===== src/sv/rdrs_pkg.sv =====
package rdrs_pkg;

  // default largest image dimension
  localparam int unsigned MAX_DIM_DEF = 4096;

  // field widths
  localparam int unsigned IDX_W   = 12;
  localparam int unsigned DIM_W   = 13;
  localparam int unsigned LEN_W   = 16;
  localparam int unsigned RAD_W   = 20;
  localparam int unsigned RAT_W   = 16;
  localparam int unsigned DENS_W  = 32;

  // internal datapath widths
  localparam int unsigned OFS_W   = 29;  // |2i+1-n| * len
  localparam int unsigned SQ_W    = 58;  // one squared axis term
  localparam int unsigned SUM_W   = 59;  // squared distance
  localparam int unsigned RADC_W  = 60;  // radicand fed to the root chain
  localparam int unsigned ROOT_W  = 30;
  localparam int unsigned SREM_W  = 32;
  localparam int unsigned SQRT_N  = 30;  // one root bit per cell
  localparam int unsigned SPAN_W  = 29;
  localparam int unsigned NUM_W   = 46;
  localparam int unsigned DNUM_W  = 58;
  localparam int unsigned QUO_W   = 28;
  localparam int unsigned DIV_N   = 28;  // one quotient bit per cell
  localparam int unsigned FAC_W   = 29;
  localparam int unsigned PROD_W  = 62;

  // register indexes
  localparam logic [2:0] REG_WIDTH  = 3'd0;
  localparam logic [2:0] REG_HEIGHT = 3'd1;
  localparam logic [2:0] REG_LENX   = 3'd2;
  localparam logic [2:0] REG_LENY   = 3'd3;
  localparam logic [2:0] REG_INNER  = 3'd4;
  localparam logic [2:0] REG_OUTER  = 3'd5;
  localparam logic [2:0] REG_RATIO  = 3'd6;
  localparam logic [2:0] REG_MODE   = 3'd7;

  // radial zone of a voxel
  typedef logic [1:0] zone_t;
  localparam zone_t ZONE_IN   = 2'd0;
  localparam zone_t ZONE_RAMP = 2'd1;
  localparam zone_t ZONE_OUT  = 2'd2;

endpackage


===== src/sv/rdrs_div_cell.sv =====
module rdrs_div_cell (
  input  logic                              clk,
  input  logic                              en,
  input  logic [rdrs_pkg::SPAN_W-1:0]       span,
  input  logic [rdrs_pkg::SPAN_W-1:0]       rem_i,
  input  logic [rdrs_pkg::QUO_W-1:0]        num_i,
  input  logic [rdrs_pkg::QUO_W-1:0]        quo_i,
  output logic [rdrs_pkg::SPAN_W-1:0]       rem_o,
  output logic [rdrs_pkg::QUO_W-1:0]        num_o,
  output logic [rdrs_pkg::QUO_W-1:0]        quo_o
);

  logic [rdrs_pkg::SPAN_W:0] cur;
  logic [rdrs_pkg::SPAN_W:0] diff;
  logic                      ge;

  // shift in one dividend bit and subtract the span when it fits
  always_comb begin
    cur  = {rem_i, num_i[rdrs_pkg::QUO_W-1]};
    diff = cur - {1'b0, span};
    ge   = (cur >= {1'b0, span});
  end

  always_ff @(posedge clk) begin
    if (en) begin
      rem_o <= ge ? diff[rdrs_pkg::SPAN_W-1:0] : cur[rdrs_pkg::SPAN_W-1:0];
      num_o <= {num_i[rdrs_pkg::QUO_W-2:0], 1'b0};
      quo_o <= {quo_i[rdrs_pkg::QUO_W-2:0], ge};
    end
  end

endmodule


===== config.mk =====
export PLATFORM = sky130hd
export DESIGN_NAME = rdrs_div_cell
export DESIGN_NICKNAME = d
export VERILOG_FILES = /design/src/sv/rdrs_pkg.sv /design/src/sv/rdrs_div_cell.sv
export SDC_FILE = /design/constraint.sdc
export NUM_CORES = 1
export LEC_CHECK = 0
export ABC_CLOCK_PERIOD_IN_PS = 4300
export BUFFER_PORTS_ARGS = -buffer_cell sky130_fd_sc_hd__buf_2
export CAP_MARGIN = 20
export CORE_MARGIN = 2
export CORE_UTILIZATION = 48
export DETAILED_ROUTE_END_ITERATION = 16
export GPL_ROUTABILITY_DRIVEN = 0
export PLACE_DENSITY = 0.81
export SYNTH_ARGS = -nofsm -noshare
export SYNTH_HDL_FRONTEND = slang
export SYNTH_SLANG_ARGS = --single-unit

===== constraint.sdc =====
create_clock -name clk -period 4.3 [get_ports clk]
set_input_delay 0.86 -clock clk [delete_from_list [all_inputs] [get_ports clk]]
set_output_delay 0.86 -clock clk [all_outputs]
set_load 0.005 [all_outputs]

==> impl_metrics.json, run 1 <==
{
  "synth-compound-area-share_pct": 16.6,
  "vias": 3739,
  "period_share_pct": 81.3,
  "top_usage_layer": "met2",
  "drt_iter0_drc": 155,
  "grt_pass1_wl_mm": 17.3,
  "hold_start": "num_i[12]",
  "synth_top_family_by_area": "compound AO/OA/AOI/OAI gates",
  "ys_ff_latch": 84,
  "cpPeakStageDelay_ns": 0.52,
  "insertedDiodeCount": 0,
  "status": "finished clean",
  "grt_max_degree": 85,
  "drive_gt1_share_pct": 42.1,
  "synth_ff_type": "edfxtp_1",
  "initial_core_util_pct": 48.6,
  "mostFrequentLayoutCell": "buf_2",
  "slew_headroom_pct": 30.3,
  "met2_usage_pct": 39.6,
  "fillCellCount": 802,
  "multiInputGateArea_mm2": 0.00191,
  "seqCellArea_mm2": 0.00252,
  "cts_tree": "yes",
  "max-cap-violations": 0,
  "synth_xor_area_share_pct": 4.86,
  "synth_edf_count": 84,
  "path_max_fanout": 16,
  "tns_ns": 0,
  "antenna_found_initial": 0,
  "cts_buffer_depth": 2,
  "cp-start-kind": "primary input",
  "dp_hpwl_mm": 8.92,
  "vias_per_cell": 5.11,
  "cp_slowest_cell": "a41o_2",
  "ys_seq_area_share_pct": 53.9,
  "syn_area_mm2": 0.00468,
  "grt_pass1_vias": 3682,
  "cts.sinks": 84,
  "grt.total_usage_pct": 21.2,
  "yosys_warnings": 0,
  "fmax_mhz": 286,
  "crit_type": "in2reg",
  "ios": 201,
  "async_reset_ff_share_pct": 0,
  "die_w_um": 103,
  "synthAdderAreaFrac_pct": 8.18,
  "numPortBuffers": 198,
  "final-setup-viol-count": 0,
  "coreArea_mm2": 0.00964,
  "final_cell_mix": "buf_2, edfxtp_1, nor2_1",
  "cts_max_level": 3,
  "required_ns": 4.40,
  "slew_viol_final": 0,
  "yosys.area_share.simple_pct": 9.38,
  "worstPathArrival_ns": 3.59,
  "die_h_um": 103,
  "postCtsSetupRepairBufs": 0,
  "fp-row-count": 36,
  "numCtsBuffers": 9,
  "vdd_ir_drop_max_mv": 0.133,
  "syn_inst": 396,
  "finalHoldViolations": 0,
  "clk_pin_slew_ns": 0.10,
  "synthToLayoutAreaGrowth_pct": 27.0,
  "route.detailed.drc": 0,
  "p_per_area_mw_per_mm2": 358,
  "ys_types": 53,
  "synthMuxAreaShare_pct": 1.60,
  "hp-class": "in2reg",
  "finalCriticalPeriod_ns": 3.50,
  "cp-end-kind": "flip-flop",
  "crit_path_start": "num_i[27]",
  "die-area_mm2": 0.0106,
  "worstPathCellList": "buf_2 > inv_1 > ha_1 > fa_1 > nor2b_1 > o31a_1 > o21ai_1 > a31o_4 > o311ai_4 > a41o_2 > mux2_2",
  "grt_setup_unrepaired": "false",
  "syn_area_per_cell_um2": 11.8,
  "first_pass_iters": 4,
  "cts-resized-gates": 0,
  "ant_nets": 0,
  "synthesis.nets": 542,
  "grtUsageMet3_pct": 4.20,
  "grtUsageMet1_pct": 23.2,
  "worstMarginPinSlew_ns": 1.05,
  "wl_mm": 11.7,
  "endpoint": "rem_o[10]$_DFFE_PP_",
  "fin_area_mm2": 0.00595,
  "overflow": 0,
  "root_buffer": "clkbuf_8",
  "post_drt_wl_per_cell_um": 15.9,
  "ctsHoldBuffers": 0,
  "dpl_cell_area_mm2": 0.00575,
  "nNetsFinal": 739,
  "power_leakage_nw": 2.75
}
## area by class of cell
class	count	share of cell area, %
clock buffer	9	2.08
clock inverter	7	1.24
inverter	35	2.21
multi-input combinational	261	32.1
sequential	84	42.4
tap	133	2.80
timing repair buffer	202	17.2
## power by group
| part | leakage, nW | switching (mW) | internal, mW |
|---|---|---|---|
| Clock | 0.100 | 0.311 | 0.272 |
| Sequential | 0.823 | 0.0196 | 1.01 |
| Combinational | 1.83 | 0.278 | 0.244 |
| Total | 2.75 | 0.608 | 1.52 |
## kinds of logic (layout without fill, tap and decap cells)
| kind of cell | Yosys count | after routing |
|---|---|---|
| AOI/OAI and AO/OA | 103 | 103 |
| and+or+nand+nor | 95 | 95 |
| DFF | 84 | 84 |
| buffers and inverters | 51 | 253 |
| adders and majority gates | 30 | 30 |
| xor gates and xnor gates | 26 | 26 |
| muxes | 6 | 6 |
| other | 1 | 1 |
## Yosys cell counts, types with 2 or more instances
library cell	count	area [um^2]
a21oi_1	24	120
mux2_2	4	45.0
o21ai_1	2	10.0
mux2_4	2	30.0
buf_8	3	45.0
xor2_1	10	87.6
and2_1	3	18.8
buf_6	2	22.5
buf_4	3	22.5
o31a_1	2	17.5
clkbuf_1	6	22.5
o211ai_1	3	22.5
nand2_1	21	78.8
xnor2_1	16	140
ha_1	29	363
nand4_1	7	43.8
nand2b_1	4	25.0
a31oi_1	4	25.0
o21ai_0	10	50.1
nand3_1	8	40.0
a21oi_2	20	175
a221oi_1	2	17.5
nor2_1	40	150
inv_1	35	131
a211oi_1	3	22.5
a21o_1	17	128
edfxtp_1	84	2520
o21bai_1	2	15.0
nor2b_1	4	25.0
and3_1	3	18.8
## routing by layer
metal / vias to the layer above / wire length, um
li1: 1830 / -
met1: 1755 / 4520
met2: 138 / 6000
met3: 16 / 884
met4: 0 / 250
met5: - / 0
## critical path: cells and delay by family
kind	cells	cell delay, ns
mux	1	0.39
fa+ha+maj	2	0.63
buf+inv	2	0.13
compound gates	5	1.38
simple gates	1	0.18
## worst min path at each step
stage | end | slack (ns) | depth (start not counted)
2_1_floorplan | num_o[10]$_DFFE_PP_ | 0.96 | 0
3_3_place_gp | num_o[21]$_DFFE_PP_ | 1.04 | 1
3_5_place_dp | num_o[25]$_DFFE_PP_ | 1.04 | 1
4_1_cts | num_o[13]$_DFFE_PP_ | 0.66 | 1
5_1_grt | num_o[24]$_DFFE_PP_ | 0.66 | 1
6_report | num_o[13]$_DFFE_PP_ | 0.68 | 1
## state kept, by name (all words and copies together), names as in the netlist
| name | flops |
|---|---|
| num_o | 27 |
| quo_o | 28 |
| rem_o | 29 |
## per-stage QoR
| step | hold WS, ns | worst slack [ns] | total power [mW] | instances | util, % |
|---|---|---|---|---|---|
| after detailed placement | 1.04 | 0.443 | 1.57 | 715 | 59.7 |
| after global routing | 0.665 | 0.656 | 2.24 | 731 | 61.7 |
| after global placement | 1.04 | 0.501 | 1.55 | 715 | 59.7 |
| after floorplan | 0.959 | 0.967 | 1.36 | 396 | - |
| final | 0.680 | 0.803 | 2.13 | 731 | 61.7 |
| after CTS | 0.664 | 0.815 | 2.15 | 731 | 61.7 |
(Power assumes the default switching activity.)
==> run 2: changes to the inputs <==
- ABC_CLOCK_PERIOD_IN_PS: 4300 -> 3100
- CORE_UTILIZATION: 48 -> 44
- PLACE_DENSITY: 0.81 -> 0.79
- clock period: 4.3 -> 3.1 ns (I/O delays scaled with it)
==> run 2 against run 1 <==
Die area rose by 8.7%. Critical endpoint is now rem_o[3]$_DFFE_PP_. Total power rose by 45%. Core utilization fell by 1.0 points. Count of clock-buffer cells in the layout did not move. Largest power group unchanged. Critical path type unchanged. Design area rose by 5.3%.
==> impl_metrics.json, run 2 (same netlist as run 1, synthesis figures left out) <==
{
  "p_per_area_mw_per_mm2": 494,
  "clk_pin_slew_ns": 0.09,
  "hp-class": "in2reg",
  "die_h_um": 107,
  "crit_type": "in2reg",
  "fin_area_mm2": 0.00626,
  "finalPower_mw": 3.09,
  "cts-resized-gates": 0,
  "drive_gt1_share_pct": 45.2,
  "vdd_ir_drop_max_mv": 0.230,
  "final_cell_mix": "buf_2, edfxtp_1, nor2_1",
  "endpoint": "rem_o[3]$_DFFE_PP_",
  "coreArea_mm2": 0.0103,
  "reg_top3": "rem_o (29), quo_o (28), num_o (27)",
  "power_leakage_nw": 2.94,
  "root_buffer": "clkbuf_8",
  "max-cap-violations": 0,
  "cp-start-kind": "primary input",
  "ant_nets": 0,
  "initial_core_util_pct": 45.4,
  "largest_reg_flops": 29,
  "whs_path_depth": 1,
  "cpPeakStageDelay_ns": 0.40,
  "status": "finished clean",
  "dp_hpwl_mm": 9.74,
  "finalCriticalPeriod_ns": 2.92,
  "cts_buffer_depth": 2,
  "die-area_mm2": 0.0115,
  "cp.buffers_inverters": 3,
  "cts_max_level": 3,
  "dpl_cell_area_mm2": 0.00604,
  "ctsHoldBuffers": 0,
  "synthToLayoutAreaGrowth_pct": 33.8,
  "top_register": "rem_o",
  "cp_slowest_cell": "fa_1",
  "worstPathArrival_ns": 3.02,
  "mostFrequentLayoutCell": "buf_2",
  "path_delay_family": "compound AO/OA/AOI/OAI gates",
  "fp-row-count": 37,
  "postCtsSetupRepairBufs": 0,
  "grt.total_usage_pct": 20.8,
  "required_ns": 3.20,
  "worstPathCellList": "buf_2 > inv_1 > ha_1 > fa_1 > nor2b_1 > o31a_1 > o21ai_1 > a31o_4 > o311ai_4 > a41o_2 > buf_12 > mux2_2",
  "vias": 3856,
  "fmax_mhz": 342,
  "vias_per_cell": 5.01,
  "path_max_fanout": 8,
  "cts_tree": "yes",
  "first_pass_iters": 4,
  "crit_path_start": "num_i[27]",
  "slew_viol_final": 0,
  "grt_max_degree": 60,
  "grt_setup_unrepaired": "false",
  "numCtsBuffers": 9,
  "drt_iter0_drc": 184,
  "die_w_um": 107,
  "finalHoldViolations": 0,
  "final-setup-viol-count": 0,
  "period_share_pct": 94.3,
  "post_drt_wl_per_cell_um": 15.8,
  "overflow": 0,
  "nNetsFinal": 774,
  "antenna_found_initial": 0,
  "cts.sinks": 84,
  "insertedDiodeCount": 0,
  "route.detailed.drc": 0,
  "numPortBuffers": 198,
  "grt_pass1_wl_mm": 18.5,
  "worst-path-stages": 12,
  "cp-end-kind": "flip-flop",
  "wl_mm": 12.1,
  "grt_pass1_vias": 3931,
  "ios": 201
}
run 2: changes by cell type in the layout (fill, tap and decap cells not counted), sizes merged:
cell,delta
bufinv,+1
inv,+1
buf,+35
clkinv,-2
run 2: how the worst min path moves through the flow:
stage	slack, ns	start	endpoint
final	0.45	num_i[5]	num_o[6]$_DFFE_PP_
after CTS	0.43	quo_i[4]	quo_o[5]$_DFFE_PP_
after global placement	0.80	quo_i[20]	quo_o[21]$_DFFE_PP_
after global routing	0.42	quo_i[21]	quo_o[22]$_DFFE_PP_
after floorplan	0.72	num_i[9]	num_o[10]$_DFFE_PP_
after detailed placement	0.80	num_i[23]	num_o[24]$_DFFE_PP_
run 2: final cells by class:
| cell class | count | area (um^2) |
|---|---|---|
| Timing Repair Buffer | 237 | 1310 |
| Sequential cell | 84 | 2520 |
| Clock inverter | 7 | 97.6 |
| Fill cell | 846 | 4060 |
| Multi-Input combinational cell | 261 | 1910 |
| Inverter | 35 | 131 |
| Clock buffer | 9 | 124 |
| Tap cell | 136 | 170 |
run 2: metrics by stage:
step / hold slack (ns) / std cells / worst slack [ns] / utilization, % / TNS (ns)
after floorplan: 0.719 / 396 / 0.00683 / - / 0
after global placement: 0.797 / 753 / -0.171 / 58.5 / -3.38
after detailed placement: 0.799 / 753 / -0.196 / 58.5 / -3.95
after CTS: 0.425 / 769 / 0.169 / 60.7 / 0
after global routing: 0.417 / 769 / 0.0281 / 60.7 / 0
final: 0.445 / 769 / 0.178 / 60.7 / 0
run 2: report_power, final:
group          internal [mW]  total [mW]  switching, mW  leakage (nW)
combinational          0.388       0.788          0.400          2.01
clock                  0.460       0.876          0.416         0.108
sequential              1.40        1.43         0.0311         0.823
total                   2.25        3.09          0.847          2.94
run 2: metal layers:
layer	GRT usage [%]	routed length (um)	vias to the layer above
met2	38.6	6360	154
met1	23.3	4630	1784
met3	5.47	869	22
met4	6.12	254	0
met5	0	0	-
li1	-	-	1896
