===== src/sv/rdrs_pkg.sv =====
package rdrs_pkg;

  // default largest image dimension
  localparam int unsigned MAX_DIM_DEF = 4096;

  // field widths
  localparam int unsigned IDX_W   = 12;
  localparam int unsigned DIM_W   = 13;
  localparam int unsigned LEN_W   = 16;
  localparam int unsigned RAD_W   = 20;
  localparam int unsigned RAT_W   = 16;
  localparam int unsigned DENS_W  = 32;

  // internal datapath widths
  localparam int unsigned OFS_W   = 29;  // |2i+1-n| * len
  localparam int unsigned SQ_W    = 58;  // one squared axis term
  localparam int unsigned SUM_W   = 59;  // squared distance
  localparam int unsigned RADC_W  = 60;  // radicand fed to the root chain
  localparam int unsigned ROOT_W  = 30;
  localparam int unsigned SREM_W  = 32;
  localparam int unsigned SQRT_N  = 30;  // one root bit per cell
  localparam int unsigned SPAN_W  = 29;
  localparam int unsigned NUM_W   = 46;
  localparam int unsigned DNUM_W  = 58;
  localparam int unsigned QUO_W   = 28;
  localparam int unsigned DIV_N   = 28;  // one quotient bit per cell
  localparam int unsigned FAC_W   = 29;
  localparam int unsigned PROD_W  = 62;

  // register indexes
  localparam logic [2:0] REG_WIDTH  = 3'd0;
  localparam logic [2:0] REG_HEIGHT = 3'd1;
  localparam logic [2:0] REG_LENX   = 3'd2;
  localparam logic [2:0] REG_LENY   = 3'd3;
  localparam logic [2:0] REG_INNER  = 3'd4;
  localparam logic [2:0] REG_OUTER  = 3'd5;
  localparam logic [2:0] REG_RATIO  = 3'd6;
  localparam logic [2:0] REG_MODE   = 3'd7;

  // radial zone of a voxel
  typedef logic [1:0] zone_t;
  localparam zone_t ZONE_IN   = 2'd0;
  localparam zone_t ZONE_RAMP = 2'd1;
  localparam zone_t ZONE_OUT  = 2'd2;

endpackage


===== src/sv/rdrs_sqrt_cell.sv =====
module rdrs_sqrt_cell (
  input  logic                              clk,
  input  logic                              en,
  input  logic [rdrs_pkg::SREM_W-1:0]       rem_i,
  input  logic [rdrs_pkg::ROOT_W-1:0]       root_i,
  input  logic [rdrs_pkg::RADC_W-1:0]       rad_i,
  output logic [rdrs_pkg::SREM_W-1:0]       rem_o,
  output logic [rdrs_pkg::ROOT_W-1:0]       root_o,
  output logic [rdrs_pkg::RADC_W-1:0]       rad_o
);

  logic [rdrs_pkg::SREM_W-1:0] cur;
  logic [rdrs_pkg::SREM_W-1:0] trial;
  logic                        ge;

  // bring down the next two radicand bits and try one root bit
  always_comb begin
    cur   = {rem_i[rdrs_pkg::SREM_W-3:0], rad_i[rdrs_pkg::RADC_W-1 -: 2]};
    trial = {root_i, 2'b01};
    ge    = (cur >= trial);
  end

  always_ff @(posedge clk) begin
    if (en) begin
      rem_o  <= ge ? (cur - trial) : cur;
      root_o <= {root_i[rdrs_pkg::ROOT_W-2:0], ge};
      rad_o  <= {rad_i[rdrs_pkg::RADC_W-3:0], 2'b00};
    end
  end

endmodule


===== config.mk =====
export PLATFORM = sky130hd
export DESIGN_NAME = rdrs_sqrt_cell
export DESIGN_NICKNAME = d
export VERILOG_FILES = /design/src/sv/rdrs_pkg.sv /design/src/sv/rdrs_sqrt_cell.sv
export SDC_FILE = /design/constraint.sdc
export NUM_CORES = 1
export LEC_CHECK = 0
export BUFFER_PORTS_ARGS = -buffer_cell sky130_fd_sc_hd__clkbuf_2
export CAP_MARGIN = 20
export CORE_MARGIN = 2
export CORE_UTILIZATION = 45
export CTS_BUF_LIST = sky130_fd_sc_hd__clkbuf_8
export DETAILED_ROUTE_END_ITERATION = 6
export PLACE_DENSITY = 0.77
export SETUP_SLACK_MARGIN = 0.02
export SYNTH_ARGS = -nofsm -noshare
export SYNTH_HDL_FRONTEND = slang
export SYNTH_SLANG_ARGS = --single-unit

===== constraint.sdc =====
create_clock -name clk -period 2.24 [get_ports clk]
set_input_delay 0.112 -clock clk [delete_from_list [all_inputs] [get_ports clk]]
set_output_delay 0.112 -clock clk [all_outputs]
set_load 0.1 [all_outputs]

==> run_results.csv, run 1 <==
group,metric,value,unit
run_status,status,"finished clean",
global_routing,antenna_found_initial,0,
routing,wl,17.9,mm
global_routing,overflow,0,
place,dpl.hpwl,12.1,mm
global_routing,track_usage,0.257,
global_routing,grt_pass1_vias,5596,
logic_synthesis,synth_top_area_share,0.614,
critical_path,cp_max_fo,5,
place,port-buffer-count,241,
power_and_ir_drop,power.total,7.96,mW
finish,multiInputGateArea,2160,um^2
routing,drtIter0Drc,363,
power_and_ir_drop,leakage,4.40,nW
logic_synthesis,synth.area.top_cells,"edfxtp_1, ha_1, a21oi_1",
clock_network,cts_max_level,4,
logic_synthesis,yosysUniqueCellTypes,61,
clock_network,numClockSinks,120,
power_and_ir_drop,switchingPower,3.22,mW
clock_network,cts-root-buf,"clkbuf_8",
finish,area_delta_synth_final,62.1,%
run,maxCapViolCount,0,
clock_network,cts_setup_buffers,0,
power_and_ir_drop,internal_power,4.74,mW
floorplan,pin_count,246,
critical_path,cp_data_required_time,2.42,ns
power_and_ir_drop,power_density,836,nW/um^2
logic_synthesis,yosys.area_share.simple,0.0833,
finish,nets,1060,
floorplan,coreArea,12700,um^2
critical_path,worstSetupPathType,"in2reg",
finish,finish.utilization,0.751,
min_path,min_path_type,"in2reg",
critical_path,startpoint_type,"input port",
min_path,hold_start,"rem_i[28]",
floorplan,chipHeight,118,um
timing,hold_viol,0,
routing,post_drt_wl_per_cell,16.4,um
finish,register_area,3600,um^2
routing,viasPerCell,4.96,
timing,finalSetupViolCount,0,
logic_synthesis,syn_inst,459,
clock_network,clkTransAtPathRegs,0.08,ns
timing,fin_crit_sh,0.938,
routing,postRouteAntennaNets,0,
timing,holdWs,0.0292,ns
clock_network,cts_tree,"yes",
floorplan,start_util,0.464,
clock_network,clockBufferDepth,2,
logic_synthesis,synth-xor-area-share,0.0418,
place,place_area,8150,um^2
logic_synthesis,yosysWarnings,0,
routing,drt_first_pass_iters,5,
power_and_ir_drop,pwr-share-seq,0.351,
global_routing,grt_pass1_wl,28.4,mm
logic_synthesis,synth-edff-count,120,
finish,final_area,9520,um^2
routing,route.detailed.drc,0,
logic_synthesis,seq_area_frac_synth,0.614,
floorplan,chipWidth,118,um
logic_synthesis,async_flop_share,0,
logic_synthesis,synth_area,5870,um^2
min_path,hold_depth,2,
logic_synthesis,synth_mux_area_frac,0.0192,
critical_path,endpoint_kind,"flip-flop",
logic_synthesis,avgSynthCellArea,12.8,um^2
finish,drive_gt1_frac,0.436,
min_path,whs_endpoint,"rem_o[30]",
routing,vias,5400,
timing,final.min_clock_period,2.10,ns
timing,rsz0062_at_grt,"false",
finish,antennaDiodeCount,0,
logic_synthesis,synth_compound_area_frac,0.135,
timing,fmaxAchievable,476,MHz
place,globalplace.congestion,0.888,
timing,worstMarginPinSlew,0.578,ns
power_and_ir_drop,combPwrFrac,0.380,
power_and_ir_drop,ir_drop,0.000459,V
logic_synthesis,synth_seq_cells,120,
finish,fillers,823,
logic_synthesis,synth_top_family_by_area,"compound AO/OA/AOI/OAI gates",
logic_synthesis,yosys.area_share.adder,0.0682,
logic_synthesis,synth_ff_type,"edfxtp_1",
logic_synthesis,synth_top_area_cell,"edfxtp_1",
clock_network,numCtsBuffers,17,
floorplan,dieArea,14000,um^2
timing,relSlewSlack,0.616,
global_routing,grt_start_max_net_pins,47,
power_and_ir_drop,clock_power_share,0.270,
critical_path,crit_arrival,2.28,ns
floorplan,rows,41,
power_and_ir_drop,switching_share,0.404,
timing,maxSlewViolCount,0,
[worst max-delay path, stage by stage]
cell and delay (ns):
clkbuf_2 0.09, inv_1 0.06, ha_1 0.37, a21o_1 0.22
o221ai_2 0.21, a21oi_1 0.13, or2_1 0.29, a211o_1 0.37
xor2_1 0.18, mux2_4 0.25
[synthesized netlist by cell type (all sizes together) (2+ instances only)]
master    n
o211ai    4
xnor2    14
a21bo     2
mux2     10
and3      3
nand4     6
a211o     3
nor2b     3
nor3      4
a31oi     7
a41o      2
o21ai    16
o31ai     4
ha       32
edfxtp  120
a21oi    50
buf       8
a211oi    3
nand2    27
nor2     37
nand3     4
or2       2
a21o     10
a21boi    2
clkbuf    4
or3       4
inv      39
xor2     14
a221oi    2
nand2b    5
[power by group through the flow]
stage | clock network [mW] | registers, mW | logic, mW
after floorplan | 0 | 4.36 | 0.614
after global placement | 0 | 2.82 | 2.83
after detailed placement | 0 | 2.83 | 2.86
after CTS | 2.18 | 2.79 | 3.00
after global routing | 2.27 | 2.81 | 3.15
final | 2.15 | 2.79 | 3.02
[routing by layer]
layer	share of wire	GRT usage
met1	0.39	0.290
met2	0.52	0.464
met3	0.065	0.0724
met4	0.026	0.0873
met5	0	0
[area by class of cell]
type | count | share of cell area
sequential | 120 | 0.378
timing repair buffer | 437 | 0.311
multi-input combinational | 289 | 0.226
clock buffer | 17 | 0.0246
tap | 172 | 0.0226
clock inverter | 15 | 0.0210
inverter | 39 | 0.0156
[layout by cell type, fill, tap and decap left out, types with 5 or more instances in the layout]
cell and n:
a21oi_1 47, a21o_1 10, clkbuf_8 17, nand2b_1 5
inv_1 39, nand4_1 5, ha_4 7, nor2_1 37
mux2_1 8, buf_4 100, clkbuf_2 240, xnor2_1 14
dlygate4sd3_1 93, xor2_1 14, ha_1 25, edfxtp_1 120
o21ai_0 12, nand2_1 26, a31oi_1 6
[per-stage QoR]
step / worst slack, ns / cells / TNS (ns)
6_report: 0.138 / 1089 / 0
2_1_floorplan: 0.0209 / 460 / 0
3_5_place_dp: -0.330 / 964 / -6.75
4_1_cts: 0.119 / 1089 / 0
3_3_place_gp: -0.315 / 964 / -5.51
5_1_grt: 0.0366 / 1089 / 0
[registers in the layout (all words and copies together), names as in the netlist]
signal	flops
rad_o	58
rem_o	32
root_o	30
[worst max-delay path by stage]
| stage | startpoint | endpoint |
|---|---|---|
| after detailed placement | root_i[8] | rem_o[29] |
| after CTS | root_i[8] | rem_o[29] |
| after floorplan | root_i[1] | rem_o[27] |
| after global routing | root_i[8] | rem_o[10] |
| final | root_i[4] | rem_o[27] |
| after global placement | root_i[8] | rem_o[29] |
[timing repair]
item / in CTS / in global routing
setup endpoints to repair: 0 / 2
hold endpoints to repair: 93 / 0
hold buffers: 93 / 0
resized for setup: 0 / 2
[cells by family (layout without fill, tap and decap cells)]
group                      after synthesis  in the layout
DFF                                    120            120
adders and majority gates               32             32
and+or+nand+nor                        100            100
other                                    1              2
AOI/OAI and AO/OA                      117            117
buffers and inverters                   51            508
xor gates and xnor gates                28             28
muxes                                   10             10
(Power assumes the default switching activity.)
==> run 2: changes to the inputs <==
- CORE_UTILIZATION: 45 -> 50
- PLACE_DENSITY: 0.77 -> 0.83
- clock period: 2.24 -> 2 ns (I/O delays scaled with it)
==> run_results.csv, run 2 (same netlist as run 1, synthesis figures left out) <==
group,metric,value,unit
finish,finish.utilization,0.862,
timing,worstMarginPinSlew,0.590,ns
power_and_ir_drop,pwr-share-seq,0.347,
clock_network,numCtsBuffers,17,
timing,final.min_clock_period,2.07,ns
critical_path,crit_arrival,2.26,ns
routing,vias,5742,
min_path,min_path_type,"in2reg",
clock_network,cts_max_level,4,
timing,hold_viol,0,
place,dpl.hpwl,13.3,mm
critical_path,endpoint_kind,"flip-flop",
finish,layout_commonest_cell,"clkbuf_2",
place,globalplace.congestion,0.860,
timing,fmaxAchievable,484,MHz
place,port-buffer-count,241,
run_status,status,"finished, violations left",
clock_network,numClockSinks,120,
power_and_ir_drop,power.total,9.04,mW
clock_network,clockBufferDepth,2,
global_routing,grt_pass1_wl,30.8,mm
clock_network,cts_tree,"yes",
global_routing,groute.layer.met2.usage,0.585,
finish,largest_register_ffs,58,
clock_network,cts-root-buf,"clkbuf_8",
timing,fin_ws,-0.0670,ns
routing,drtIter0Drc,384,
finish,largestRegisters,"rad_o: 58 flops, rem_o: 32 flops, root_o: 30 flops",
timing,relSlewSlack,0.608,
timing,rsz0062_at_grt,"true",
global_routing,grt_busiest_layer,"met2",
global_routing,grt_pass1_vias,5883,
routing,post_drt_wl_per_cell,19.4,um
finish,mostFrequentLayoutCells,"clkbuf_2, edfxtp_1, buf_4",
power_and_ir_drop,switchingPower,3.68,mW
power_and_ir_drop,switching_share,0.407,
floorplan,coreArea,11400,um^2
min_path,hold_depth,2,
global_routing,grt_start_max_net_pins,42,
clock_network,clkTransAtPathRegs,0.07,ns
critical_path,worstSetupPathType,"in2reg",
finish,max_flop_register,"rad_o",
timing,maxSlewViolCount,0,
routing,postRouteAntennaNets,0,
power_and_ir_drop,power_density,919,nW/um^2
floorplan,chipHeight,112,um
place,placed_cells,945,
power_and_ir_drop,internal_power,5.36,mW
global_routing,use_met1,0.356,
critical_path,cp_data_required_time,2.19,ns
finish,area_delta_synth_final,67.6,%
global_routing,antenna_found_initial,0,
min_path,hold_start,"rem_i[16]",
power_and_ir_drop,leakage,4.52,nW
floorplan,dieArea,12600,um^2
routing,wl,20.8,mm
run,maxCapViolCount,0,
global_routing,track_usage,0.318,
finish,antennaDiodeCount,0,
routing,route.detailed.drc,0,
timing,finalSetupViolCount,11,
floorplan,start_util,0.514,
run_status,violations,"negative setup slack",
finish,fillers,567,
floorplan,rows,39,
routing,viasPerCell,5.36,
min_path,whs_endpoint,"rem_o[18]",
floorplan,pin_count,246,
finish,fin_cells,1072,
global_routing,grt.met3_usage,0.0718,
power_and_ir_drop,combPwrFrac,0.398,
global_routing,overflow,0,
power_and_ir_drop,ir_drop,0.000775,V
critical_path,cp_max_fo,20,
power_and_ir_drop,clock_power_share,0.255,
floorplan,chipWidth,112,um
finish,drive_gt1_frac,0.493,
finish,nets,1075,
routing,drt_first_pass_iters,5,
critical_path,startpoint_type,"input port",
timing,fin_crit_sh,1.03,
==> run 2: cell types whose count changed in the layout (fill, tap and decap cells not counted), sizes merged <==
cell         previous run  this run
clkbuf                257       255
clkinvlp                1         0
buf                   104       122
inv                    43        40
clkinv                  6         7
dlygate4sd3            93        92
==> run 2: final cells by class <==
class,count,area (um^2),area share
clock buffer,17,234,0.0238
multi-input combinational,289,2420,0.246
tap,143,179,0.0182
sequential,120,3600,0.366
clock inverter,12,161,0.0164
inverter,39,154,0.0156
timing repair buffer,452,3090,0.314
==> run 2: worst max-delay path by stage <==
stage	depth (start not counted)	endpoint	from
finish	11	rem_o[19]	root_i[25]
global route	11	rem_o[19]	root_i[25]
CTS	11	rem_o[29]	root_i[17]
detailed placement	11	rem_o[29]	root_i[7]
global placement	11	rem_o[29]	root_i[7]
floorplan	10	rem_o[29]	rem_i[17]
==> run 2: per-layer routing <==
metal	vias to the layer above	share of wire
met5	-	0
met4	0	0.044
met3	64	0.060
met2	291	0.52
met1	2755	0.37
li1	2632	-
==> run 2: power by group through the flow <==
stage | sequential, mW | clock (mW) | combinational (mW)
6_report | 3.13 | 2.31 | 3.60
3_3_place_gp | 3.17 | 0 | 3.22
2_1_floorplan | 4.89 | 0 | 0.731
3_5_place_dp | 3.18 | 0 | 3.28
5_1_grt | 3.15 | 2.42 | 3.74
4_1_cts | 3.13 | 2.30 | 3.44
==> run 2: timing repair <==
action,4_1_cts,5_1_grt
pin swaps,3,21
hold buffers,91,1
gates cloned,0,0
resized for setup,4,42
setup endpoints to repair,15,31
hold endpoints to repair,91,1
buffers inserted,1,5
==> run 2: critical path, cell delays in order <==
cell      delay (ns)
clkbuf_2        0.10
inv_1           0.05
ha_1            0.38
nand4_1         0.20
inv_1           0.13
nand4_1         0.17
o31ai_4         0.33
o211ai_4        0.15
nand2_4         0.16
buf_12          0.17
mux2_4          0.31
==> run 2: stage by stage <==
stage | hold slack [ns] | setup slack, ns | area (um^2) | setup TNS, ns
3_5_place_dp | 0.279 | -0.588 | 8250 | -13.41
3_3_place_gp | 0.277 | -0.557 | 8250 | -11.64
2_1_floorplan | 0.199 | -0.202 | 6060 | -2.12
4_1_cts | 0.00187 | 0.0231 | 9580 | 0
5_1_grt | 0.00909 | -0.133 | 9840 | -1.39
6_report | 0.0286 | -0.0670 | 9840 | -0.415
